===== src/hdl/ci32_pkg.sv =====
// Package for the checked 32-bit integer ALU: opcodes, error codes and word types.
// Depends on nothing; used by every module under hdl.
package ci32_pkg;

    typedef enum logic [4:0] {
        OP_ADD = 5'd0, OP_SUB = 5'd1, OP_MUL = 5'd2, OP_DIV = 5'd3, OP_MOD = 5'd4,
        OP_POW = 5'd5, OP_NEG = 5'd6, OP_EQ = 5'd7, OP_NE = 5'd8, OP_LT = 5'd9,
        OP_GT = 5'd10, OP_LE = 5'd11, OP_GE = 5'd12, OP_AND = 5'd13, OP_OR = 5'd14,
        OP_ABS = 5'd15, OP_MAX = 5'd16, OP_MIN = 5'd17, OP_CHAR = 5'd18
    } opcode_t;

    localparam logic [2:0] ERR_OK     = 3'd0;
    localparam logic [2:0] ERR_OVF    = 3'd1;
    localparam logic [2:0] ERR_DIV0   = 3'd2;
    localparam logic [2:0] ERR_NEGPOW = 3'd3;
    localparam logic [2:0] ERR_CHAR   = 3'd4;

    typedef struct packed {
        logic [4:0]         command;
        logic signed [31:0] operand_a;
        logic signed [31:0] operand_b;
    } in_word_t;

    typedef struct packed {
        logic signed [31:0] result;
        logic [2:0]         error;
    } out_word_t;

    // Classified work handed from front to back.
    typedef enum logic [2:0] {
        K_DONE = 3'b001,   // answer already known
        K_DIV  = 3'b010,   // div or mod through the serial divider
        K_POW  = 3'b100    // square-and-multiply
    } kind_t;

    typedef struct packed {
        kind_t       kind;
        logic        is_mod;
        logic [31:0] a;
        logic [31:0] b;
        out_word_t   done;
    } job_t;

endpackage


===== src/hdl/ci32_front.sv =====
// Front end: accepts words and classifies them; quick ops are finished here.
// Depends on ci32_pkg.
module ci32_front (
    input  logic               clk,
    input  logic               rst_n,
    input  logic               start,
    input  ci32_pkg::in_word_t word,
    output logic               busy,
    output logic               push,
    output ci32_pkg::job_t     job,
    input  logic               full
);
    // Multiply is registered in stage one, checked in stage two.
    logic                   s1_valid_reg;
    ci32_pkg::in_word_t     s1_word_reg;
    logic signed [63:0]     s1_prod_reg;
    logic signed [32:0]     a_x, b_x, sum_x, dif_x, neg_x;
    logic signed [33:0]     r_x;
    logic [2:0]             err;
    logic                   neg_a, is_out;

    assign busy = s1_valid_reg && full;

    always_ff @(posedge clk or negedge rst_n)
    begin
        if (!rst_n)
        begin
            s1_valid_reg <= 1'b0;
        end
        else if (!busy)
        begin
            s1_valid_reg <= start;
        end
    end

    always_ff @(posedge clk)
    begin
        if (!busy && start)
        begin
            s1_word_reg <= word;
            s1_prod_reg <= word.operand_a * word.operand_b;
        end
    end

    always_comb
    begin
        a_x   = 33'(s1_word_reg.operand_a);
        b_x   = 33'(s1_word_reg.operand_b);
        sum_x = a_x + b_x;
        dif_x = a_x - b_x;
        neg_x = -a_x;
        neg_a = s1_word_reg.operand_a < 0;
        r_x   = '0;
        err   = ci32_pkg::ERR_OK;
        job.kind   = ci32_pkg::K_DONE;
        job.is_mod = s1_word_reg.command == ci32_pkg::OP_MOD;
        job.a      = s1_word_reg.operand_a;
        job.b      = s1_word_reg.operand_b;
        case (s1_word_reg.command)
            ci32_pkg::OP_ADD: r_x = 34'(sum_x);
            ci32_pkg::OP_SUB: r_x = 34'(dif_x);
            ci32_pkg::OP_MUL:
            begin
                r_x = 34'(s1_prod_reg[31:0] & 32'h0);
                if (s1_prod_reg[63:31] != {33{s1_prod_reg[31]}})
                begin
                    err = ci32_pkg::ERR_OVF;
                end
                r_x = 34'(signed'(s1_prod_reg[31:0]));
            end
            ci32_pkg::OP_DIV, ci32_pkg::OP_MOD:
            begin
                if (s1_word_reg.operand_b == 0)
                begin
                    err = ci32_pkg::ERR_DIV0;
                end
                else
                begin
                    job.kind = ci32_pkg::K_DIV;
                end
            end
            ci32_pkg::OP_POW:
            begin
                if (s1_word_reg.operand_b < 0)
                begin
                    err = ci32_pkg::ERR_NEGPOW;
                end
                else
                begin
                    job.kind = ci32_pkg::K_POW;
                end
            end
            ci32_pkg::OP_NEG: r_x = 34'(neg_x);
            ci32_pkg::OP_EQ:  r_x = 34'(s1_word_reg.operand_a == s1_word_reg.operand_b);
            ci32_pkg::OP_NE:  r_x = 34'(s1_word_reg.operand_a != s1_word_reg.operand_b);
            ci32_pkg::OP_LT:  r_x = 34'(s1_word_reg.operand_a < s1_word_reg.operand_b);
            ci32_pkg::OP_GT:  r_x = 34'(s1_word_reg.operand_a > s1_word_reg.operand_b);
            ci32_pkg::OP_LE:  r_x = 34'(s1_word_reg.operand_a <= s1_word_reg.operand_b);
            ci32_pkg::OP_GE:  r_x = 34'(s1_word_reg.operand_a >= s1_word_reg.operand_b);
            ci32_pkg::OP_AND:
                r_x = 34'(s1_word_reg.operand_a != 0 && s1_word_reg.operand_b != 0);
            ci32_pkg::OP_OR:
                r_x = 34'(s1_word_reg.operand_a != 0 || s1_word_reg.operand_b != 0);
            ci32_pkg::OP_ABS: r_x = neg_a ? 34'(neg_x) : 34'(a_x);
            ci32_pkg::OP_MAX: r_x = 34'(s1_word_reg.operand_a > s1_word_reg.operand_b
                                        ? a_x : b_x);
            ci32_pkg::OP_MIN: r_x = 34'(s1_word_reg.operand_a < s1_word_reg.operand_b
                                        ? a_x : b_x);
            ci32_pkg::OP_CHAR:
            begin
                if (neg_a || s1_word_reg.operand_a > 255)
                begin
                    err = ci32_pkg::ERR_CHAR;
                end
                r_x = 34'(a_x);
            end
            default: r_x = '0;
        endcase
        is_out = r_x[33:31] != {3{r_x[31]}};
        if (err == ci32_pkg::ERR_OK && is_out)
        begin
            err = ci32_pkg::ERR_OVF;
        end
        job.done.error  = err;
        job.done.result = (err == ci32_pkg::ERR_OK) ? r_x[31:0] : 32'sd0;
        push = s1_valid_reg && !full;
    end
endmodule


===== config.mk =====
export PLATFORM = sky130hd
export DESIGN_NAME = ci32_front
export DESIGN_NICKNAME = d
export VERILOG_FILES = /design/src/hdl/ci32_pkg.sv /design/src/hdl/ci32_front.sv
export SDC_FILE = /design/constraint.sdc
export NUM_CORES = 2
export LEC_CHECK = 0
export CELL_PAD_IN_SITES_DETAIL_PLACEMENT = 0
export CELL_PAD_IN_SITES_GLOBAL_PLACEMENT = 2
export CORE_ASPECT_RATIO = 1.25
export CORE_MARGIN = 5
export CORE_UTILIZATION = 47
export CTS_BUF_LIST = sky130_fd_sc_hd__clkbuf_8
export CTS_CLUSTER_DIAMETER = 30
export CTS_CLUSTER_SIZE = 20
export DETAILED_ROUTE_END_ITERATION = 6
export DONT_BUFFER_PORTS = 1
export GPL_TIMING_DRIVEN = 0
export PLACE_DENSITY = 0.92
export SYNTH_ARGS = -nofsm -noshare
export SYNTH_HDL_FRONTEND = slang
export SYNTH_SLANG_ARGS = --single-unit

===== constraint.sdc =====
create_clock -name clk -period 10.47 [get_ports clk]
set_clock_uncertainty 0.15 [all_clocks]
set_input_delay 1.047 -clock clk [delete_from_list [all_inputs] [get_ports clk]]
set_output_delay 1.047 -clock clk [all_outputs]
set_load 0.03 [all_outputs]

==> qor_table.md <==
| Item | Reported |
|---|---|
| Run status | finished, final reports clean |
| Max-slew violation total from the final report | 0 |
| Routed vias | 38,420 |
| Critical R2R Launch | s1_valid_reg$_DFFE_PN0N_ |
| Area of the core region | 0.09926 mm² |
| Area of the mapped netlist | 0.04704 mm² |
| Type of element capturing the critical path | flip-flop |
| Post-DR vias/cell | 5.941 |
| Total Die Area | 0.1066 mm² |
| Final HPWL from detailed placement | 166.2 mm |
| Worst-path clk slew | 0.07 ns |
| Share of the clock period used by the worst path after layout | 97.50% |
| Global-route total usage across every layer | 36.97% |
| Clk Tree Root Cell | clkbuf_8 |
| 1st-pass router iterations | 6 |
| Vias in the first global route | 40,450 |
| Proportion of synthesized chip area in sequential cells | 8.544% |
| # port buffers | 0 |
| Register bit count reported by yosys | 134 |
| Minimum setup slack among reg-to-reg paths | 7.94 ns |
| Req. time, crit path | 10.55 ns |
| Share of cells above drive strength 1 | 2.959% |
| Mean Syn Cell Area | 9.221 µm² |
| Total of max-cap violations | 0 |
| Critical-path maximum fanout | 10 |
| Htree depth | 4 |
| Relative slew margins | 17.51% |
| Die span in x | 293.0 µm |
| Synthesis Warnings | 0 |
| Mean routed wirelength per cell | 30.53 µm |
| Final weighted congestion in routability-driven placement | 1.051 |
| Worst Reg-to-Reg Cells | 6 |
| Synthesized Nets | 6,509 |
| Layout Nets | 6,532 |
| Min Tclk post-route | 10.21 ns |
| Final number of setup-violating endpoints | 0 |
| Cts repair resizes | 0 |
| Launching element type of the critical path | primary input |
| # IOs | 178 |
| Pin count of the biggest net entering global routing | 37 |
| Number of synthesized flops with an enable pin | 133 |
| Total congestion overflow after global routing | 0 |
| Standard cell with the maximum stage delay on the critical path | clkbuf_1 |
| Hold-fix buffers at CTS | 0 |
| Maximum clock path buffer count | 2 |
| # Post-CTS Setup Buffers | 0 |
| Sinks on the clock net | 134 |
| Critical path type | in2reg |
| Dominant register cell in the synthesized netlist | edfxtp_1 |
| Filler Cells Inserted | 9,603 |
| Starting density of the core | 47.39% |
| Clock tree from TritonCTS | built |
| Worst hold-check slack | 0.08812 ns |
| Clock latency on the worst-skew pair | 0.49 ns |
| Transition time of the tightest slew-check pin | 1.234 ns |
| Number of unique standard cell types used by synthesis | 87 |
| Count of antenna-violating nets left after detailed routing | 0 |
| Residual DRC count | 0 |
| Wire length of the first global-routing pass | 283.2 mm |
| Number of rows in the core area | 129 |
| Number of buffers added by the clock tree synthesis step | 17 |
| Initial antenna violation count | 26 |
| R2R Path End | s1_prod_reg[7]$_DFFE_PP_ |
| Worst Path Arrival | 10.29 ns |
| Library cell appearing most often on the critical path | fa_1 |
| Asr flop ratio synth | 0.7463% |
| Height of the die | 363.7 µm |
| Synthesized instance count | 5,101 |
| Layout-stage area growth over the synthesis result | 4.841% |
| Peak Freq | 0.09796 GHz |
| Final hold vios | 0 |
| Wirelength, routed | 197.4 mm |
| Largest stage delay on the critical path | 0.72 ns |
| Detailed router's first-iteration violation count | 3,466 |
| Tightest Hold Check Type | in2async |
| Setup repair after global routing missed its margin | false |
## per-stage QoR
step / util, % / area [µm²] / TNS [ns] / setup WS [ns] / instances
floorplan: - / 47040 / 0 / 1.650 / 5101
global placement: 49.04 / 48680 / -0.3099 / -0.1888 / 6411
detailed placement: 49.13 / 48770 / -0.3534 / -0.1594 / 6415
CTS: 49.62 / 49260 / 0 / 0.3633 / 6447
global route: 49.64 / 49280 / 0 / 0.09611 / 6452
finish: 49.68 / 49320 / 0 / 0.2615 / 6467
## area by class of cell
class	instances	area, µm²	area share, %
inverters	1067	4005	8.121
flip-flops and latches	134	4019	8.149
diodes	20	50.05	0.1015
plain buffers	328	1503	3.047
clock buffers	17	234.0	0.4744
repair buffers	4	87.58	0.1776
well taps	1310	1639	3.324
clock inverters	15	250.2	0.5074
multi-input cells	3572	37530	76.10
## how the worst max path moves through the flow
stage	startpoint	end	slack [ns]	cells after the start
floorplan	word[63]	s1_prod_reg[60]$_DFFE_PP_	1.65	28
global placement	word[8]	s1_prod_reg[63]$_DFFE_PP_	-0.19	25
detailed placement	word[5]	s1_prod_reg[60]$_DFFE_PP_	-0.16	28
CTS	word[5]	s1_prod_reg[60]$_DFFE_PP_	0.36	28
global route	word[9]	s1_prod_reg[63]$_DFFE_PP_	0.1	25
finish	word[9]	s1_prod_reg[63]$_DFFE_PP_	0.26	25
## cells in the mapped netlist, types with 26 or more instances
master | n | area, µm²
nor3_1 | 58 | 290.3
o21ai_0 | 83 | 415.4
nand4_1 | 27 | 168.9
and2_1 | 532 | 3328
xnor2_1 | 65 | 569.3
buf_4 | 65 | 488.0
inv_1 | 1066 | 4001
a21o_1 | 34 | 255.2
fa_1 | 1084 | 21700
a221oi_1 | 26 | 227.7
edfxtp_1 | 133 | 3994
ha_1 | 251 | 3141
a31oi_1 | 74 | 462.9
nand3_1 | 44 | 220.2
nor2_1 | 145 | 544.3
a21oi_1 | 151 | 755.7
clkbuf_1 | 247 | 927.1
nand2_1 | 596 | 2237
## worst max-delay path: cells and delay by family
| kind | cells | cell delay, ns |
|---|---|---|
| AOI/OAI and AO/OA | 5 | 1.70 |
| xor gates and xnor gates | 1 | 0.18 |
| adders and majority gates | 9 | 4.78 |
| buffers and inverters | 5 | 1.04 |
| and+or+nand+nor | 5 | 1.50 |
## layer usage
metal	share of wire (%)	vias to the layer above	wire [µm]	global-route usage (%)
met4	9.5	2	18740	27.01
met5	0.056	-	110	0.9313
met2	48	2212	94380	61.58
met1	34	19780	67030	42.24
met3	8.7	704	17170	7.671
li1	-	15730	-	-
## kinds of logic (layout without fill, tap and decap cells)
group                      count (synthesis)  count (layout)  share of synthesized area (%)
and+or+nand+nor                         1545            1545                          16.57
DFF                                      134             134                          8.544
adders and majority gates               1335            1335                          52.81
xor gates and xnor gates                  87              87                          1.620
buffers and inverters                   1395            1431                          11.70
muxes                                     13              13                         0.2899
AOI/OAI and AO/OA                        592             592                          8.467
other                                      0              20                              0
## placed cells by master (no fill, tap or decap), types with 11 or more instances in the layout
master,count
nor3_1,58
fa_1,1083
nand3_1,44
a211oi_1,21
xnor2_1,65
ha_1,251
o31ai_1,20
diode_2,20
nand2b_1,25
nand2_1,596
clkbuf_1,246
nor2b_1,18
o21ai_0,83
and3_1,24
nand4_1,27
inv_1,1067
and2_1,532
a221oi_1,26
edfxtp_1,133
o22ai_1,14
nor4_1,23
buf_4,65
nor2_1,145
a221o_1,20
xor2_1,22
a21o_1,34
o211ai_1,20
buf_2,11
a21oi_1,151
o21bai_1,20
clkbuf_8,17
a31oi_1,74
Power is not shown: default switching activity piles up to over one toggle a cycle in this logic, so the estimate is an artifact.
