File: config.mk
export PLATFORM = sky130hd
export DESIGN_NAME = ci32_queue
export DESIGN_NICKNAME = d
export VERILOG_FILES = /design/src/hdl/ci32_pkg.sv /design/src/hdl/ci32_queue.sv
export SDC_FILE = /design/constraint.sdc
export NUM_CORES = 1
export LEC_CHECK = 0
export BUFFER_PORTS_ARGS = -buffer_cell sky130_fd_sc_hd__clkbuf_2
export CAP_MARGIN = 15
export CORE_MARGIN = 1.5
export CORE_UTILIZATION = 54
export CTS_BUF_LIST = sky130_fd_sc_hd__clkbuf_8
export DETAILED_ROUTE_END_ITERATION = 10
export HOLD_SLACK_MARGIN = 0.12
export MAX_ROUTING_LAYER = met4
export PLACE_DENSITY_LB_ADDON = 0.12
export SLEW_MARGIN = 10
export SYNTH_ARGS = -nofsm -noshare
export SYNTH_HDL_FRONTEND = slang
export SYNTH_SLANG_ARGS = --single-unit
File: constraint.sdc
create_clock -name clk -period 8 [get_ports clk]
set_input_delay 0.4 -clock clk [delete_from_list [all_inputs] [get_ports clk]]
set_output_delay 0.4 -clock clk [all_outputs]
set_load 0.02 [all_outputs]
File: src/hdl/ci32_pkg.sv
// Package for the checked 32-bit integer ALU: opcodes, error codes and word types.
// Depends on nothing; used by every module under hdl.
package ci32_pkg;

    typedef enum logic [4:0] {
        OP_ADD = 5'd0, OP_SUB = 5'd1, OP_MUL = 5'd2, OP_DIV = 5'd3, OP_MOD = 5'd4,
        OP_POW = 5'd5, OP_NEG = 5'd6, OP_EQ = 5'd7, OP_NE = 5'd8, OP_LT = 5'd9,
        OP_GT = 5'd10, OP_LE = 5'd11, OP_GE = 5'd12, OP_AND = 5'd13, OP_OR = 5'd14,
        OP_ABS = 5'd15, OP_MAX = 5'd16, OP_MIN = 5'd17, OP_CHAR = 5'd18
    } opcode_t;

    localparam logic [2:0] ERR_OK     = 3'd0;
    localparam logic [2:0] ERR_OVF    = 3'd1;
    localparam logic [2:0] ERR_DIV0   = 3'd2;
    localparam logic [2:0] ERR_NEGPOW = 3'd3;
    localparam logic [2:0] ERR_CHAR   = 3'd4;

    typedef struct packed {
        logic [4:0]         command;
        logic signed [31:0] operand_a;
        logic signed [31:0] operand_b;
    } in_word_t;

    typedef struct packed {
        logic signed [31:0] result;
        logic [2:0]         error;
    } out_word_t;

    // Classified work handed from front to back.
    typedef enum logic [2:0] {
        K_DONE = 3'b001,   // answer already known
        K_DIV  = 3'b010,   // div or mod through the serial divider
        K_POW  = 3'b100    // square-and-multiply
    } kind_t;

    typedef struct packed {
        kind_t       kind;
        logic        is_mod;
        logic [31:0] a;
        logic [31:0] b;
        out_word_t   done;
    } job_t;

endpackage

File: src/hdl/ci32_queue.sv
// Two-entry queue of classified jobs between front and back end.
// Depends on ci32_pkg.
module ci32_queue (
    input  logic           clk,
    input  logic           rst_n,
    input  logic           push,
    input  ci32_pkg::job_t push_job,
    output logic           full,
    input  logic           pop,
    output logic           avail,
    output ci32_pkg::job_t pop_job
);
    ci32_pkg::job_t mem_reg [2];
    logic           wp_reg, rp_reg;
    logic [1:0]     cnt_reg;

    assign full    = cnt_reg == 2'd2;
    assign avail   = cnt_reg != 2'd0;
    assign pop_job = mem_reg[rp_reg];

    always_ff @(posedge clk or negedge rst_n)
    begin
        if (!rst_n)
        begin
            wp_reg  <= 1'b0;
            rp_reg  <= 1'b0;
            cnt_reg <= 2'd0;
        end
        else
        begin
            if (push)
            begin
                wp_reg <= ~wp_reg;
            end
            if (pop)
            begin
                rp_reg <= ~rp_reg;
            end
            cnt_reg <= cnt_reg + 2'(push) - 2'(pop);
        end
    end

    always_ff @(posedge clk)
    begin
        if (push)
        begin
            mem_reg[wp_reg] <= push_job;
        end
    end
endmodule

==> impl_metrics.env, run 1 <==
export IMPL_antenna_left=0
export IMPL_crit_path_start_kind="flop"
export IMPL_clockBufferDepth=3
export IMPL_tritoncts="yes"
export IMPL_grt_usage_pct=20.2
export IMPL_pwr_share_seq_pct=43.0
export IMPL_initial_core_util_pct=56.1
export IMPL_largest_reg_flops=206
export IMPL_min_path_type="primary input to flop"
export IMPL_syn_nets=445
export IMPL_post_synth_cell_area_avg_um2=23.5
export IMPL_timing_final_crit_share_pct=41.3
export IMPL_antenna_diode_count=0
export IMPL_drc=0
export IMPL_grt_pass1_wl_um=22400
export IMPL_antenna_found_initial=0
export IMPL_worst_r2r_cell_count=2
export IMPL_final_cell_area_um2=10800
export IMPL_rows=43
export IMPL_pwr_share_comb_pct=33.1
export IMPL_yosys_warnings=0
export IMPL_p_sw_share_pct=32.1
export IMPL_drive_gt1_share_pct=52.1
export IMPL_yosysTopAreaCell="edfxtp_1"
export IMPL_via_per_inst=4.97
export IMPL_power_leakage_nw=4.40
export IMPL_routed_via_count=4401
export IMPL_synth_area_um2=7880
export IMPL_htree_levels=2
export IMPL_slew_headroom_pct=35.4
export IMPL_r2r_slack_ps=5830
export IMPL_grt_ovfl_total=0
export IMPL_endpoint_kind="output port"
export IMPL_cts_sink_count=210
export IMPL_synth_common_cells="edfxtp_1 (206), mux2_4 (60), mux2_2 (43), buf_6 (7)"
export IMPL_place_area_um2=9090
export IMPL_p_total_mw=3.65
export IMPL_worstMarginPinSlew_ps=969
export IMPL_cp_data_arrival_time_ps=2910
export IMPL_finClkSkew_ps=12.9
export IMPL_switching_power_mw=1.17
export IMPL_setup_violations=0
export IMPL_p_int_mw=2.48
export IMPL_ys_types=14
export IMPL_syn_inst=336
export IMPL_power_share_clock_pct=23.9
export IMPL_die_w_um=124
export IMPL_synth_edf_count=206
export IMPL_ys_top_cells_by_area="edfxtp_1 (78%), mux2_4 (11%), mux2_2 (6.1%)"
export IMPL_die_area_um2=15300
export IMPL_maxCapViolations=0
export IMPL_io_buffers=211
export IMPL_grt_pass1_vias=4575
export IMPL_p_per_area_nw_per_um2=338
export IMPL_core_region_area_um2=14000
export IMPL_async_flop_share_pct=1.90
export IMPL_wirelength_um=15100
export IMPL_fin_setup_tns_ps=0
export IMPL_max_freq_mhz=302
export IMPL_hpwl_um=8990
export IMPL_outcome="finished, final reports clean"
export IMPL_drt_initial_drc_count=243
export IMPL_chipHeight_um=124
export IMPL_drtPass1Iterations=5
export IMPL_finalCriticalPeriod_ps=3310
export IMPL_final_hold_viol_count=0
export IMPL_synth_seq_cells=210
export IMPL_numCtsBuffers=35
export IMPL_syn2layout_area_growth_pct=37.0
export IMPL_whs_ps=162
export IMPL_rsz0062_at_grt="no"
export IMPL_wire_per_inst_um=17.1
export IMPL_synth_ff_type="edfxtp_1"
export IMPL_yosysMostFrequentCell="edfxtp_1"
export IMPL_synth_top_area_share_pct=78.5
export IMPL_cts_clk_slew_worst_paths_ps=60
export IMPL_min_path_cells=2
export IMPL_cp_max_fo=54
export IMPL_gp_congestion=0.719
export IMPL_io_pins=212
export IMPL_final_nets=790
export IMPL_worstSetupPathType="flop to output port"
export IMPL_grt_max_degree=55
export IMPL_ir_worst_vdd_uv=229
export IMPL_ys_seq_area_share_pct=79.7
export IMPL_clock_latency_ps=510
export IMPL_required_ps=7600
export IMPL_clockRootBuffer="clkbuf_8"
export IMPL_report_final_slew_viol_count=0
export IMPL_post_cts_buffers=0
cell usage in the layout (no fill, tap or decap):
master | Yosys | routed
clkbuf_2 | 0 | 211
edfxtp_1 | 206 | 206
dlygate4sd3_1 | 0 | 105
mux2_4 | 60 | 60
mux2_2 | 43 | 43
clkbuf_8 | 0 | 38
inv_1 | 2 | 9
clkinv_1 | 0 | 9
clkinv_2 | 0 | 4
buf_4 | 0 | 4
clkinvlp_4 | 0 | 3
dfrtp_1 | 4 | 3
xor2_1 | 2 | 2
ha_1 | 2 | 2
xor3_1 | 1 | 1
or2_2 | 1 | 1
and2_4 | 0 | 1
nor2b_1 | 2 | 1
nor2b_4 | 0 | 1
bufinv_16 | 0 | 1
dfrtp_4 | 0 | 1
power groups by stage:
stage	logic (mW)	registers [mW]	clock network, mW
2_1_floorplan	0.922	1.55	0
3_3_place_gp	1.17	1.58	0
3_5_place_dp	1.18	1.60	0
4_1_cts	1.22	1.57	0.896
5_1_grt	1.29	1.59	0.944
6_report	1.21	1.57	0.871
path summary, 6_finish.rpt:
check / from / to
min reg2reg: wp_reg$_DFFE_PN0P_ / wp_reg$_DFFE_PN0P_
min in group asynchronous: rst_n / rp_reg$_DFFE_PN0P_
max in group asynchronous: rst_n / rp_reg$_DFFE_PN0P_
min: push / wp_reg$_DFFE_PN0P_
max: rp_reg$_DFFE_PN0P_ / pop_job[2]
max reg2reg: wp_reg$_DFFE_PN0P_ / mem_reg[1][56]$_DFFE_PP_
kinds of logic (layout without fill, tap and decap cells):
logic type / after synthesis / count (layout) / share of synthesized area, %
flops: 210 / 210 / 79.7
buf+inv: 14 / 384 / 1.54
xor+xnor: 3 / 3 / 0.524
simple gates: 4 / 4 / 0.317
fa+ha+maj: 2 / 2 / 0.317
mux: 103 / 103 / 17.6
repair_timing:
item,CTS,global route
endpoints found under the hold margin,211,0
resized for setup,0,0
hold buffers,105,0
worst max-delay path, stage by stage (launching register included):
cell and delay [ps]:
dfrtp_4 900, buf_4 870, mux2_2 420, clkbuf_2 160
through the flow:
step	utilization (%)	setup WS [ps]	cells
after floorplan	-	2460	336
after global placement	64.8	5200	719
after detailed placement	64.8	5170	719
after CTS	76.9	4610	886
after global routing	76.9	4530	886
final	76.9	4690	886
layer usage:
layer / track usage, % / routed length [um]
met5: - / 0
met4: 9.12 / 340
met3: 5.63 / 1080
met2: 33.7 / 7930
met1: 23.0 / 5780
layout make-up:
type                       instances  area, um2
clock buffer                      38        523
clock inverter                    24        133
fill                             799       3240
inverter                           2       7.51
multi-input combinational        112       1490
sequential                       210       6290
tap                              180        225
timing repair buffer             320       2140
Note: power is estimated with default switching activity, not from simulation.
==> inputs of run 2 (changes only) <==
- ABC_AREA: not set -> 1
- clock period: 8 -> 3.5 ns (I/O delays scaled with it)
==> run 2 against run 1 <==
Core utilization is 1.7 points lower. Non-clock buffer count increased by 4. Largest cell class unchanged. Critical path depth increased by 1. Final area grew 0.86%. Largest power group unchanged. Routed wire length grew 5.9%. Worst setup slack lost 3700 ps. Combinational power grew 140%.
==> impl_metrics.env, run 2 <==
export IMPL_grt_ovfl_total=0
export IMPL_min_path_cells=2
export IMPL_grt_max_degree=74
export IMPL_clock_latency_ps=490
export IMPL_final_hold_viol_count=0
export IMPL_yosys_warnings=0
export IMPL_drive_gt1_share_pct=31.2
export IMPL_post_synth_cell_area_avg_um2=14.2
export IMPL_worstMarginPinSlew_ps=853
export IMPL_p_per_area_nw_per_um2=778
export IMPL_synth_seq_cells=210
export IMPL_clockBufferDepth=3
export IMPL_grt_usage_pct=21.7
export IMPL_antenna_found_initial=0
export IMPL_worst_r2r_cell_count=2
export IMPL_finalCriticalPeriod_ps=2520
export IMPL_max_freq_mhz=397
export IMPL_yosysMostFrequentCell="edfxtp_1"
export IMPL_synth_top_area_share_pct=77.4
export IMPL_ys_types=17
export IMPL_synth_area_um2=7990
export IMPL_gp_congestion=0.729
export IMPL_rsz0062_at_grt="no"
export IMPL_whs_ps=410
export IMPL_grt_pass1_vias=5460
export IMPL_synth_ff_type="edfxtp_1"
export IMPL_cp_data_arrival_time_ps=2340
export IMPL_cp_max_fo=73
export IMPL_required_ps=3320
export IMPL_syn_inst=563
export IMPL_endpoint_kind="output port"
export IMPL_worstSetupPathType="flop to output port"
export IMPL_antenna_left=0
export IMPL_report_final_slew_viol_count=0
export IMPL_syn2layout_area_growth_pct=36.3
export IMPL_synth_common_cells="edfxtp_1 (206), inv_1 (110), nand2_1 (110), o21ai_0 (66), o21ai_2 (26)"
export IMPL_tritoncts="yes"
export IMPL_ys_top_cells_by_area="edfxtp_1 (77%), inv_1 (5.2%), nand2_1 (5.2%)"
export IMPL_core_region_area_um2=14500
export IMPL_numCtsBuffers=34
export IMPL_hpwl_um=9560
export IMPL_htree_levels=2
export IMPL_maxCapViolations=0
export IMPL_final_common_cell="clkbuf_2"
export IMPL_timing_final_crit_share_pct=71.9
export IMPL_largest_reg_flops=206
export IMPL_synth_edf_count=206
export IMPL_p_total_mw=8.48
export IMPL_syn_nets=672
export IMPL_r2r_slack_ps=1630
export IMPL_power_leakage_nw=4.77
export IMPL_cp_slowest_cell="dfrtp_4"
export IMPL_drt_initial_drc_count=266
export IMPL_drtPass1Iterations=4
export IMPL_io_buffers=211
export IMPL_fin_setup_tns_ps=0
export IMPL_instances_no_fill=1108
export IMPL_die_w_um=125
export IMPL_cts_clk_slew_worst_paths_ps=60
export IMPL_wire_per_inst_um=14.5
export IMPL_layout_common_cells="clkbuf_2 (211), edfxtp_1 (206), inv_1 (122), nand2_1 (110), dlygate4sd3_1 (107)"
export IMPL_routed_via_count=5273
export IMPL_setup_violations=0
export IMPL_finish_utilization_pct=75.2
export IMPL_holdPathEnd="mem_reg[1][16]$_DFFE_PP_"
export IMPL_drc=0
export IMPL_cts_sink_count=210
export IMPL_grt_pass1_wl_um=25800
export IMPL_yosysTopAreaCell="edfxtp_1"
export IMPL_die_area_um2=15500
export IMPL_outcome="finished, final reports clean"
export IMPL_cp_cell_sequence="buf_4 -> nand2_1 -> o21ai_0 -> clkbuf_2"
export IMPL_r2r_end="mem_reg[0][82]$_DFFE_PP_"
export IMPL_timing_critical_path_buf_inv=2
export IMPL_final_nets=1009
export IMPL_crit_path_max_incr_delay_ps=870
export IMPL_io_pins=212
export IMPL_wirelength_um=16000
export IMPL_initial_core_util_pct=55.2
export IMPL_finClkSkew_ps=13.4
export IMPL_async_flop_share_pct=1.90
export IMPL_ir_worst_vdd_uv=529
export IMPL_clockRootBuffer="clkbuf_8"
export IMPL_placedCellCount=941
export IMPL_antenna_diode_count=0
export IMPL_cp_top_family="flip-flops"
export IMPL_slew_headroom_pct=43.0
export IMPL_r2r_start="wp_reg$_DFFE_PN0P_"
export IMPL_ys_seq_area_share_pct=78.6
export IMPL_rows=44
export IMPL_hp_start="push_job[16]"
export IMPL_min_path_type="primary input to flop"
export IMPL_via_per_inst=4.76
export IMPL_chipHeight_um=125
export IMPL_crit_path_start_kind="flop"
==> run 2: area by class of cell <==
cell class / count / area (um2)
fill: 924 / 3580
sequential: 210 / 6290
clock buffer: 38 / 523
timing repair buffer: 324 / 2210
inverter: 110 / 415
tap: 184 / 230
multi-input combinational: 220 / 1090
clock inverter: 22 / 138
==> run 2: worst max-delay path by stage <==
stage	from	to	slack (ps)	cells past startpoint
finish	rp_reg$_DFFE_PN0P_	pop_job[48]	980	4
global route	rp_reg$_DFFE_PN0P_	pop_job[45]	810	4
CTS	rp_reg$_DFFE_PN0P_	pop_job[48]	970	4
detailed placement	rp_reg$_DFFE_PN0P_	pop_job[70]	1540	4
global placement	rp_reg$_DFFE_PN0P_	pop_job[45]	1560	4
floorplan	wp_reg$_DFFE_PN0P_	mem_reg[1][0]$_DFFE_PP_	580	2
==> run 2: kinds of logic (layout without fill, tap and decap cells) <==
family	count (synthesis)	after routing	share of synthesized area [%]
adders and majority gates	2	2	0.313
xor gates and xnor gates	2	2	0.219
buffers and inverters	133	494	7.83
and+or+nand+nor	113	113	5.32
AOI/OAI and AO/OA	103	103	7.67
DFF	210	210	78.6
==> run 2: timing repair <==
| item | 4_1_cts | 5_1_grt |
|---|---|---|
| setup buffers | 0 | 0 |
| gates resized for setup | 0 | 0 |
| setup endpoints to repair | 0 | 0 |
| hold buffers | 107 | 0 |
| hold endpoints to repair | 213 | 0 |
==> run 2: where the power goes <==
| group | switching (mW) | internal [mW] | leakage (nW) |
|---|---|---|---|
| Combinational | 1.99 | 0.880 | 2.40 |
| Sequential | 0.229 | 3.34 | 1.98 |
| Clock | 0.894 | 1.14 | 0.386 |
| Total | 3.12 | 5.36 | 4.77 |
==> run 2: metrics by stage <==
stage               area, um2  setup slack, ps
floorplan                8000              579
global placement         9160             1560
detailed placement       9160             1540
CTS                     10900              970
global route            10900              808
finish                  10900              982
==> run 2: metal layers <==
layer / track usage [%] / vias up / part of all wire, %
met5: - / - / 0
met4: 10.0 / 0 / 3.1
met3: 4.81 / 48 / 6.5
met2: 36.9 / 199 / 52
met1: 24.5 / 2441 / 39
li1: - / 2585 / -
